File: src/rtl/dvdd_pkg.sv
// Shared types, codes and constant tables for the date check / day difference block.
// No dependencies; imported by the lane, merge and top modules.
package dvdd_pkg;

  localparam int YEAR_W = 14;
  localparam int MONTH_W = 4;
  localparam int DAY_W = 5;
  localparam int STAT_W = 2;
  localparam int DNUM_W = 24;
  localparam int DIFF_W = 25;
  localparam int OUT_DIFF_W = 23;
  localparam int CFG_IDX_W = 1;

  // floor(x/25) = (x * RECIP_25) >> RECIP_SHIFT for x below 2^14
  localparam logic [12:0] RECIP_25 = 13'd5243;
  localparam int RECIP_SHIFT = 17;

  localparam logic [STAT_W-1:0] STAT_OK = 2'd0;
  localparam logic [STAT_W-1:0] STAT_YEAR = 2'd1;
  localparam logic [STAT_W-1:0] STAT_MONTH = 2'd2;
  localparam logic [STAT_W-1:0] STAT_DAY = 2'd3;

  localparam logic [CFG_IDX_W-1:0] REG_LOWEST_YEAR = 1'd0;
  localparam logic [CFG_IDX_W-1:0] REG_CURRENT_YEAR = 1'd1;

  localparam logic [YEAR_W-1:0] LOWEST_YEAR_RST = 14'd1500;
  localparam logic [YEAR_W-1:0] CURRENT_YEAR_RST = 14'd2023;

  typedef struct packed {
    logic [STAT_W-1:0]        status;
    logic signed [DNUM_W-1:0] dnum;
  } lane_res_t;

  // Days in month for valid months, non-leap
  function automatic logic [DAY_W-1:0] month_len(input logic [MONTH_W-1:0] m);
    logic [DAY_W-1:0] len;
    case (m)
      4'd2:                            len = 5'd28;
      4'd4, 4'd6, 4'd9, 4'd11:         len = 5'd30;
      4'd1, 4'd3, 4'd5, 4'd7, 4'd8, 4'd10, 4'd12: len = 5'd31;
      default:                         len = 5'd0;
    endcase
    return len;
  endfunction

  // (153*m' - 457)/5 with months below 3 moved to 12..14 of the prior year
  function automatic logic [8:0] month_offset(input logic [MONTH_W-1:0] m);
    logic [8:0] off;
    case (m)
      4'd0:    off = 9'd275;
      4'd1:    off = 9'd306;
      4'd2:    off = 9'd337;
      4'd3:    off = 9'd0;
      4'd4:    off = 9'd31;
      4'd5:    off = 9'd61;
      4'd6:    off = 9'd92;
      4'd7:    off = 9'd122;
      4'd8:    off = 9'd153;
      4'd9:    off = 9'd184;
      4'd10:   off = 9'd214;
      4'd11:   off = 9'd245;
      4'd12:   off = 9'd275;
      4'd13:   off = 9'd306;
      4'd14:   off = 9'd337;
      default: off = 9'd367;
    endcase
    return off;
  endfunction

endpackage

File: src/rtl/dvdd_lane.sv
// One date lane: two-stage validation and day number conversion.
// Depends on dvdd_pkg.
module dvdd_lane import dvdd_pkg::*; (
  input  logic               clk,
  input  logic               en,
  input  logic [YEAR_W-1:0]  year,
  input  logic [MONTH_W-1:0] month,
  input  logic [DAY_W-1:0]   day,
  input  logic [YEAR_W-1:0]  lowest_year,
  input  logic [YEAR_W-1:0]  current_year,
  output lane_res_t          res
);

  logic signed [14:0] y_s;
  logic [13:0]        y_pos;
  logic [24:0]        prod100;
  logic [22:0]        prod400;
  logic [26:0]        prod25;

  logic [YEAR_W-1:0]        s1_year;
  logic [MONTH_W-1:0]       s1_month;
  logic [DAY_W-1:0]         s1_day;
  logic signed [DNUM_W-1:0] s1_p365;
  logic [11:0]              s1_q4;
  logic [7:0]               s1_q100;
  logic [5:0]               s1_q400;
  logic [9:0]               s1_q25;

  logic                     div4, div16, div25, leap;
  logic [DAY_W-1:0]         len;
  logic [STAT_W-1:0]        status_next;
  logic signed [DNUM_W-1:0] dnum_next;

  // stage 1: shifted year, products and quotients
  always_comb begin
    y_s = (month < 4'd3) ? $signed({1'b0, year}) - 15'sd1 : $signed({1'b0, year});
    y_pos = y_s[14] ? 14'd0 : y_s[13:0];
    prod100 = 25'(y_pos[13:2]) * 25'(RECIP_25);
    prod400 = 23'(y_pos[13:4]) * 23'(RECIP_25);
    prod25 = 27'(year) * 27'(RECIP_25);
  end

  always_ff @(posedge clk) begin
    if (en) begin
      s1_year <= year;
      s1_month <= month;
      s1_day <= day;
      s1_p365 <= $signed({{9{y_s[14]}}, y_s}) * 24'sd365;
      s1_q4 <= y_pos[13:2];
      s1_q100 <= prod100[RECIP_SHIFT+7:RECIP_SHIFT];
      s1_q400 <= prod400[RECIP_SHIFT+5:RECIP_SHIFT];
      s1_q25 <= prod25[RECIP_SHIFT+9:RECIP_SHIFT];
    end
  end

  // stage 2: checks and day number sum
  always_comb begin
    div4 = (s1_year[1:0] == 2'd0);
    div16 = (s1_year[3:0] == 4'd0);
    div25 = ((14'(s1_q25) * 14'd25) == s1_year);
    leap = (div4 && !div25) || (div16 && div25);
    len = month_len(s1_month) + {4'd0, (s1_month == 4'd2) && leap};
    if (({1'b0, s1_year} < {1'b0, lowest_year}) ||
        ({1'b0, s1_year} > ({1'b0, current_year} + 15'd1))) begin
      status_next = STAT_YEAR;
    end else if (s1_month < 4'd1 || s1_month > 4'd12) begin
      status_next = STAT_MONTH;
    end else if (s1_day < 5'd1 || s1_day > len) begin
      status_next = STAT_DAY;
    end else begin
      status_next = STAT_OK;
    end
    dnum_next = s1_p365 + $signed({12'd0, s1_q4}) - $signed({16'd0, s1_q100})
              + $signed({18'd0, s1_q400}) + $signed({15'd0, month_offset(s1_month)})
              + $signed({19'd0, s1_day}) - 24'sd306;
  end

  always_ff @(posedge clk) begin
    if (en) begin
      res.status <= status_next;
      res.dnum <= dnum_next;
    end
  end

endmodule

File: src/rtl/dvdd_merge.sv
// Merge stage: difference of the two lane day numbers and ordering flags.
// Depends on dvdd_pkg.
module dvdd_merge import dvdd_pkg::*; (
  input  logic                         clk,
  input  logic                         en,
  input  lane_res_t                    res_a,
  input  lane_res_t                    res_b,
  output logic [STAT_W-1:0]            status_a,
  output logic [STAT_W-1:0]            status_b,
  output logic signed [OUT_DIFF_W-1:0] day_difference,
  output logic                         a_before_b,
  output logic                         a_same_as_b,
  output logic                         a_after_b
);

  logic signed [DIFF_W-1:0] diff;

  assign diff = DIFF_W'(res_a.dnum) - DIFF_W'(res_b.dnum);

  always_ff @(posedge clk) begin
    if (en) begin
      status_a <= res_a.status;
      status_b <= res_b.status;
      day_difference <= diff[OUT_DIFF_W-1:0];
      a_before_b <= diff[DIFF_W-1];
      a_same_as_b <= (diff == '0);
      a_after_b <= !diff[DIFF_W-1] && (diff != '0);
    end
  end

endmodule

File: src/rtl/date_validate_and_day_difference.sv
// Top level: config registers, two date lanes, merge stage and valid pipeline.
// Depends on dvdd_pkg, dvdd_lane, dvdd_merge.
//
// Usage:
//   Input channel (in_valid/in_ready) carries two dates A and B per transaction.
//   Output channel (out_valid/out_ready) returns per-date status, the A minus B
//   day difference and before/same/after flags, one transaction per input.
//   Config: write_enable with reg_index 0 (lowest valid year) or 1 (current_year)
//   and write_data; the user must write only while idle (not enforced).
//   Pipeline: three register stages (two in each lane, one merge), the first
//   loaded at acceptance; out_valid is registered with the merge stage.
//   Throughput: one transaction per cycle; both dates run in parallel lanes and
//   every stage advances each cycle the output register is free or taken.
//   Stall: while out_valid is high and out_ready low the whole pipeline holds
//   and in_ready drops; in_ready follows out_ready in the same cycle.
//   Reset: synchronous, clears the pipeline valids and loads the lowest valid
//   year 1500 and current_year 2023.
module date_validate_and_day_difference import dvdd_pkg::*; (
  input  logic                         clk,
  input  logic                         rst,
  input  logic                         in_valid,
  output logic                         in_ready,
  input  logic [YEAR_W-1:0]            year_a,
  input  logic [MONTH_W-1:0]           month_a,
  input  logic [DAY_W-1:0]             day_a,
  input  logic [YEAR_W-1:0]            year_b,
  input  logic [MONTH_W-1:0]           month_b,
  input  logic [DAY_W-1:0]             day_b,
  output logic                         out_valid,
  input  logic                         out_ready,
  output logic [STAT_W-1:0]            status_a,
  output logic [STAT_W-1:0]            status_b,
  output logic signed [OUT_DIFF_W-1:0] day_difference,
  output logic                         a_before_b,
  output logic                         a_same_as_b,
  output logic                         a_after_b,
  input  logic                         write_enable,
  input  logic [CFG_IDX_W-1:0]         reg_index,
  input  logic [YEAR_W-1:0]            write_data
);

  logic [YEAR_W-1:0] lowest_year;
  logic [YEAR_W-1:0] current_year;
  logic              en;
  logic              v1, v2;
  lane_res_t         res_a, res_b;

  assign en = !out_valid || out_ready;
  assign in_ready = en;

  always_ff @(posedge clk) begin
    if (rst) begin
      lowest_year <= LOWEST_YEAR_RST;
      current_year <= CURRENT_YEAR_RST;
    end else if (write_enable) begin
      case (reg_index)
        REG_LOWEST_YEAR:  lowest_year <= write_data;
        REG_CURRENT_YEAR: current_year <= write_data;
        default: ;
      endcase
    end
  end

  always_ff @(posedge clk) begin
    if (rst) begin
      v1 <= 1'b0;
      v2 <= 1'b0;
      out_valid <= 1'b0;
    end else if (en) begin
      v1 <= in_valid;
      v2 <= v1;
      out_valid <= v2;
    end
  end

  dvdd_lane u_lane_a (
    .clk          (clk),
    .en           (en),
    .year         (year_a),
    .month        (month_a),
    .day          (day_a),
    .lowest_year  (lowest_year),
    .current_year (current_year),
    .res          (res_a)
  );

  dvdd_lane u_lane_b (
    .clk          (clk),
    .en           (en),
    .year         (year_b),
    .month        (month_b),
    .day          (day_b),
    .lowest_year  (lowest_year),
    .current_year (current_year),
    .res          (res_b)
  );

  dvdd_merge u_merge (
    .clk            (clk),
    .en             (en),
    .res_a          (res_a),
    .res_b          (res_b),
    .status_a       (status_a),
    .status_b       (status_b),
    .day_difference (day_difference),
    .a_before_b     (a_before_b),
    .a_same_as_b    (a_same_as_b),
    .a_after_b      (a_after_b)
  );

`ifndef SYNTH
  assert property (@(posedge clk) disable iff (rst)
    out_valid |-> $onehot({a_before_b, a_same_as_b, a_after_b}))
    else $error("ordering flags not one-hot");

  assert property (@(posedge clk) disable iff (rst)
    (out_valid && a_same_as_b) |-> (day_difference == '0))
    else $error("equal dates with nonzero difference");

  assert property (@(posedge clk) disable iff (rst)
    !out_valid |-> in_ready)
    else $error("input stalled with empty output");

  assert property (@(posedge clk)
    rst |=> !out_valid)
    else $error("output valid after reset");
`endif

endmodule
File: config.mk
export PLATFORM = sky130hd
export DESIGN_NAME = date_validate_and_day_difference
export DESIGN_NICKNAME = d
export VERILOG_FILES = /design/src/rtl/dvdd_pkg.sv /design/src/rtl/dvdd_lane.sv /design/src/rtl/dvdd_merge.sv /design/src/rtl/date_validate_and_day_difference.sv
export SDC_FILE = /design/constraint.sdc
export NUM_CORES = 2
export LEC_CHECK = 0
export ABC_AREA = 0
export BUFFER_PORTS_ARGS = -buffer_cell sky130_fd_sc_hd__buf_2
export CORE_ASPECT_RATIO = 2
export CORE_MARGIN = 4
export CORE_UTILIZATION = 29
export CTS_CLUSTER_DIAMETER = 30
export DETAILED_ROUTE_END_ITERATION = 16
export GPL_ROUTABILITY_DRIVEN = 0
export PLACE_DENSITY = 0.45
export SYNTH_ARGS = -nofsm -noshare
export SYNTH_HDL_FRONTEND = slang
export SYNTH_SLANG_ARGS = --single-unit
File: constraint.sdc
create_clock -name clk -period 10.3 [get_ports clk]
set_input_delay 0.515 -clock clk [delete_from_list [all_inputs] [get_ports clk]]
set_output_delay 0.515 -clock clk [all_outputs]
set_load 0.005 [all_outputs]
==> summary.md <==
| Metric | Value |
|---|---|
| Area of the multi-input gates | `27300 µm²` |
| Remaining DRCs | `0` |
| DRT antenna net count | `0` |
| CTS Buf Count | `67` |
| DIE AREA | `142000 µm²` |
| Cell taking the most area after synthesis | `ha_1` |
| Initial antenna violation count | `10` |
| Relative slew slack | `22.4%` |
| Total congestion overflow | `0` |
| Max stage delay cell, worst path | `a311oi_1` |
| Top post-synthesis cells by area | `ha_1 (28%), fa_1 (21%), edfxtp_1 (19%)` |
| Synthesized area per cell | `10.3 µm²` |
| Sequential-to-total area share from yosys stat | `21.7%` |
| Final Max Slew Viols | `0` |
| Post-synth EDFFs | `248` |
| Post-Syn Nets | `5168` |
| Largest family of logic cells by synthesized area | `adder cells` |
| Most frequent cells in the layout | `inv_1 (915), ha_1 (871), fa_1 (404)` |
| First-pass GRT wire length | `167 mm` |
| Largest net degree at the start of global routing | `138` |
| Status | `complete, no violations` |
| Clk slew on worst S/H paths | `0.05 ns` |
| Sequential Area | `8550 µm²` |
| Clock Tree Root | `clkbuf_16` |
| Gr usage total | `15.6%` |
| Number of global-route vias before repair | `29800` |
| Die Y-Extent | `529 µm` |
| Buffers and inverters on the worst path | `7` |
| Worst Setup Start Kind | `primary input` |
| Dpl ws | `1.46 ns` |
| Post-DP HPWL | `93.1 mm` |
| Crit path time final | `8.10 ns` |
| Crit. End Element | `register` |
| Commonest non-fill, non-tap cell in the layout | `inv_1` |
| FF+latch count, synth | `303` |
| Via density | `4.59` |
| CP Max Fanout | `17` |
| Fillers | `14000` |
| Adder-cell share of the synthesized area | `48.2%` |
| CTS tree | `done` |
| Placeable Area | `135000 µm²` |
| Drt total wl | `107 mm` |
| Setup ws final | `2.20 ns` |
| Required @ worst endpoint | `10.68 ns` |
| Syn. warnings | `0` |
| Die W | `269 µm` |
| Share of layout cells above drive strength 1 | `6.31%` |
| Finished Layout Cells | `5788` |
| TritonRoute pass-1 iters | `5` |
| Final Hold Viols | `0` |
| Final worst-path cycle share | `78.7%` |
| Fmax | `0.123 GHz` |
| Worst hold-check slack | `0.0633 ns` |
| Synth Instances | `3827` |
| Depth of the CTS H-tree | `3` |
| Delay-heaviest family, CP | `adder cells` |
| Mux share of post-synthesis cell area | `0.356%` |
| # setup viols final | `0` |
| Per-cell routed wire length | `18.5 µm` |
| Placed Cells | `5658` |
| Hold-fix buffers, CTS | `4` |
| Simple-Gate Fraction of Synth Area | `6.85%` |
| Initial Utilization | `29.1%` |
| Distinct cells, synth | `81` |
| Worst hold path type | `primary input to register` |
| Asr flop ratio synth | `0%` |
| Num rows | `191` |
| CP max stage delay | `0.74 ns` |
| Setup TNS | `0 ns` |
| Worst skew pair latency | `0.64 ns` |
| Maxcap violations | `0` |
| Synth-to-Final Area Change | `12.8%` |
| Layout Skew | `0.0322 ns` |
| Complex-gate fraction of the synthesized area | `8.70%` |
| IO buf count | `97` |
| Yosys top cell area share | `27.6%` |
| Synth Flop Type | `edfxtp_1` |
| CTS Sinks | `303` |
| NumNets Final | `5335` |
| Xor and xnor area share after synthesis | `5.30%` |
| Postcts setup bufs | `0` |
| CTS max path bufs | `3` |
| Routed vias | `26600` |
| RSZ-0062 raised after global routing | `no` |
| Post-CTS resize count | `0` |
| CP Data Arrival Time | `8.49 ns` |
| Worst setup path class | `primary input to register` |
| # IOs | `98` |
| Worst-Margin Slew | `1.13 ns` |
| Synth Cell Area | `39400 µm²` |
| First-iteration detailed-routing DRC count | `747` |
==> flip-flops by register name (all words and copies together), names as in the netlist, 5 cells and up, named ones only <==
| name | flops |
|---|---|
| u_lane_b.s1_q400 | 6 |
| u_lane_b.res | 26 |
| u_lane_a.s1_q400 | 6 |
| current_year | 14 |
| u_lane_a.s1_day | 5 |
| u_lane_b.s1_year | 14 |
| u_lane_a.s1_q25 | 10 |
| u_merge.day_difference | 23 |
| u_lane_a.s1_p365 | 24 |
| u_lane_a.s1_year | 14 |
| u_lane_a.res | 26 |
| u_lane_b.s1_q25 | 10 |
| u_lane_b.s1_p365 | 24 |
| u_lane_a.s1_q100 | 8 |
| lowest_year | 14 |
| u_lane_b.s1_day | 5 |
| u_lane_b.s1_q4 | 12 |
| u_lane_a.s1_q4 | 12 |
| u_lane_b.s1_q100 | 8 |
==> cells in the mapped netlist (all sizes together), types with 3 or more instances <==
| cell | count |
|---|---|
| clkbuf | 19 |
| nand2b | 34 |
| nor4b | 3 |
| or2 | 5 |
| a211o | 16 |
| o2111ai | 8 |
| xor2 | 60 |
| o41ai | 7 |
| a21oi | 144 |
| nor3 | 32 |
| and3 | 28 |
| nor2 | 127 |
| o21bai | 16 |
| o21a | 38 |
| a2111oi | 8 |
| dfxtp | 55 |
| nand3b | 13 |
| a31oi | 26 |
| o211ai | 13 |
| nand2 | 142 |
| and4 | 3 |
| and2 | 28 |
| ha | 871 |
| edfxtp | 248 |
| a21o | 82 |
| or4 | 3 |
| a21boi | 7 |
| nor4 | 10 |
| or3 | 15 |
| nand3 | 52 |
| inv | 917 |
| nor2b | 26 |
| o31ai | 8 |
| a41oi | 5 |
| xnor2 | 177 |
| o21ai | 89 |
| nand4 | 16 |
| mux2i | 14 |
| a31o | 5 |
| fa | 404 |
| a211oi | 19 |
==> metrics by stage <==
stage	area (µm²)	utilization, %
global route	44400	32.9
detailed placement	42100	31.2
finish	44500	32.9
floorplan	39400	-
CTS	44400	32.8
global placement	42100	31.2
==> cells by family (layout without fill, tap and decap cells) <==
| family | Yosys count | after routing |
|---|---|---|
| AO/OA/AOI/OAI | 516 | 516 |
| XOR/XNOR | 237 | 237 |
| buffers and inverters | 938 | 1155 |
| flip-flops | 303 | 303 |
| other | 0 | 7 |
| multiplexers | 14 | 14 |
| AND/OR/NAND/NOR | 544 | 544 |
| adder cells (fa/ha/maj) | 1275 | 1275 |
==> path summary, 6_finish.rpt <==
path,start,to,slack (ns),depth (start not counted)
max,year_a[2],u_lane_a.s1_q400[5],2.20,29
min,day_b[1],u_lane_b.s1_day[1],0.06,1
min reg2reg,u_lane_a.res[24],u_merge.status_a[0],0.41,0
max reg2reg,u_lane_a.s1_q25[2],u_lane_a.res[25],3.65,25
==> metal layers <==
metal | GRT usage [%] | vias up | part of all wire [%]
met5 | 0 | - | 0.030
met4 | 6.20 | 4 | 4.0
met3 | 1.68 | 180 | 2.2
met2 | 33.8 | 298 | 61
met1 | 13.9 | 13000 | 32
li1 | - | 13000 | -
==> worst reg2reg max path: cells and delay by family, from the launching register on <==
kind	cells	cell delay [ns]
buffers and inverters	1	0.04
XOR/XNOR	1	0.11
flip-flops	1	0.46
AND/OR/NAND/NOR	6	1.53
adder cells (fa/ha/maj)	7	2.29
AO/OA/AOI/OAI	10	1.97
==> area by class of cell <==
cell class / count / share of cell area [%]
flip-flops and latches: 303 / 19.2
diodes: 7 / 0.0394
clock buffers: 76 / 3.94
multi-input cells: 2586 / 61.5
inverters: 918 / 7.77
well taps: 1737 / 4.89
repair buffers: 118 / 1.50
clock inverters: 43 / 1.11
Power is left out: the tool's default activity adds up to more than one toggle a clock period on the data nets, which glitch-free logic cannot reach.
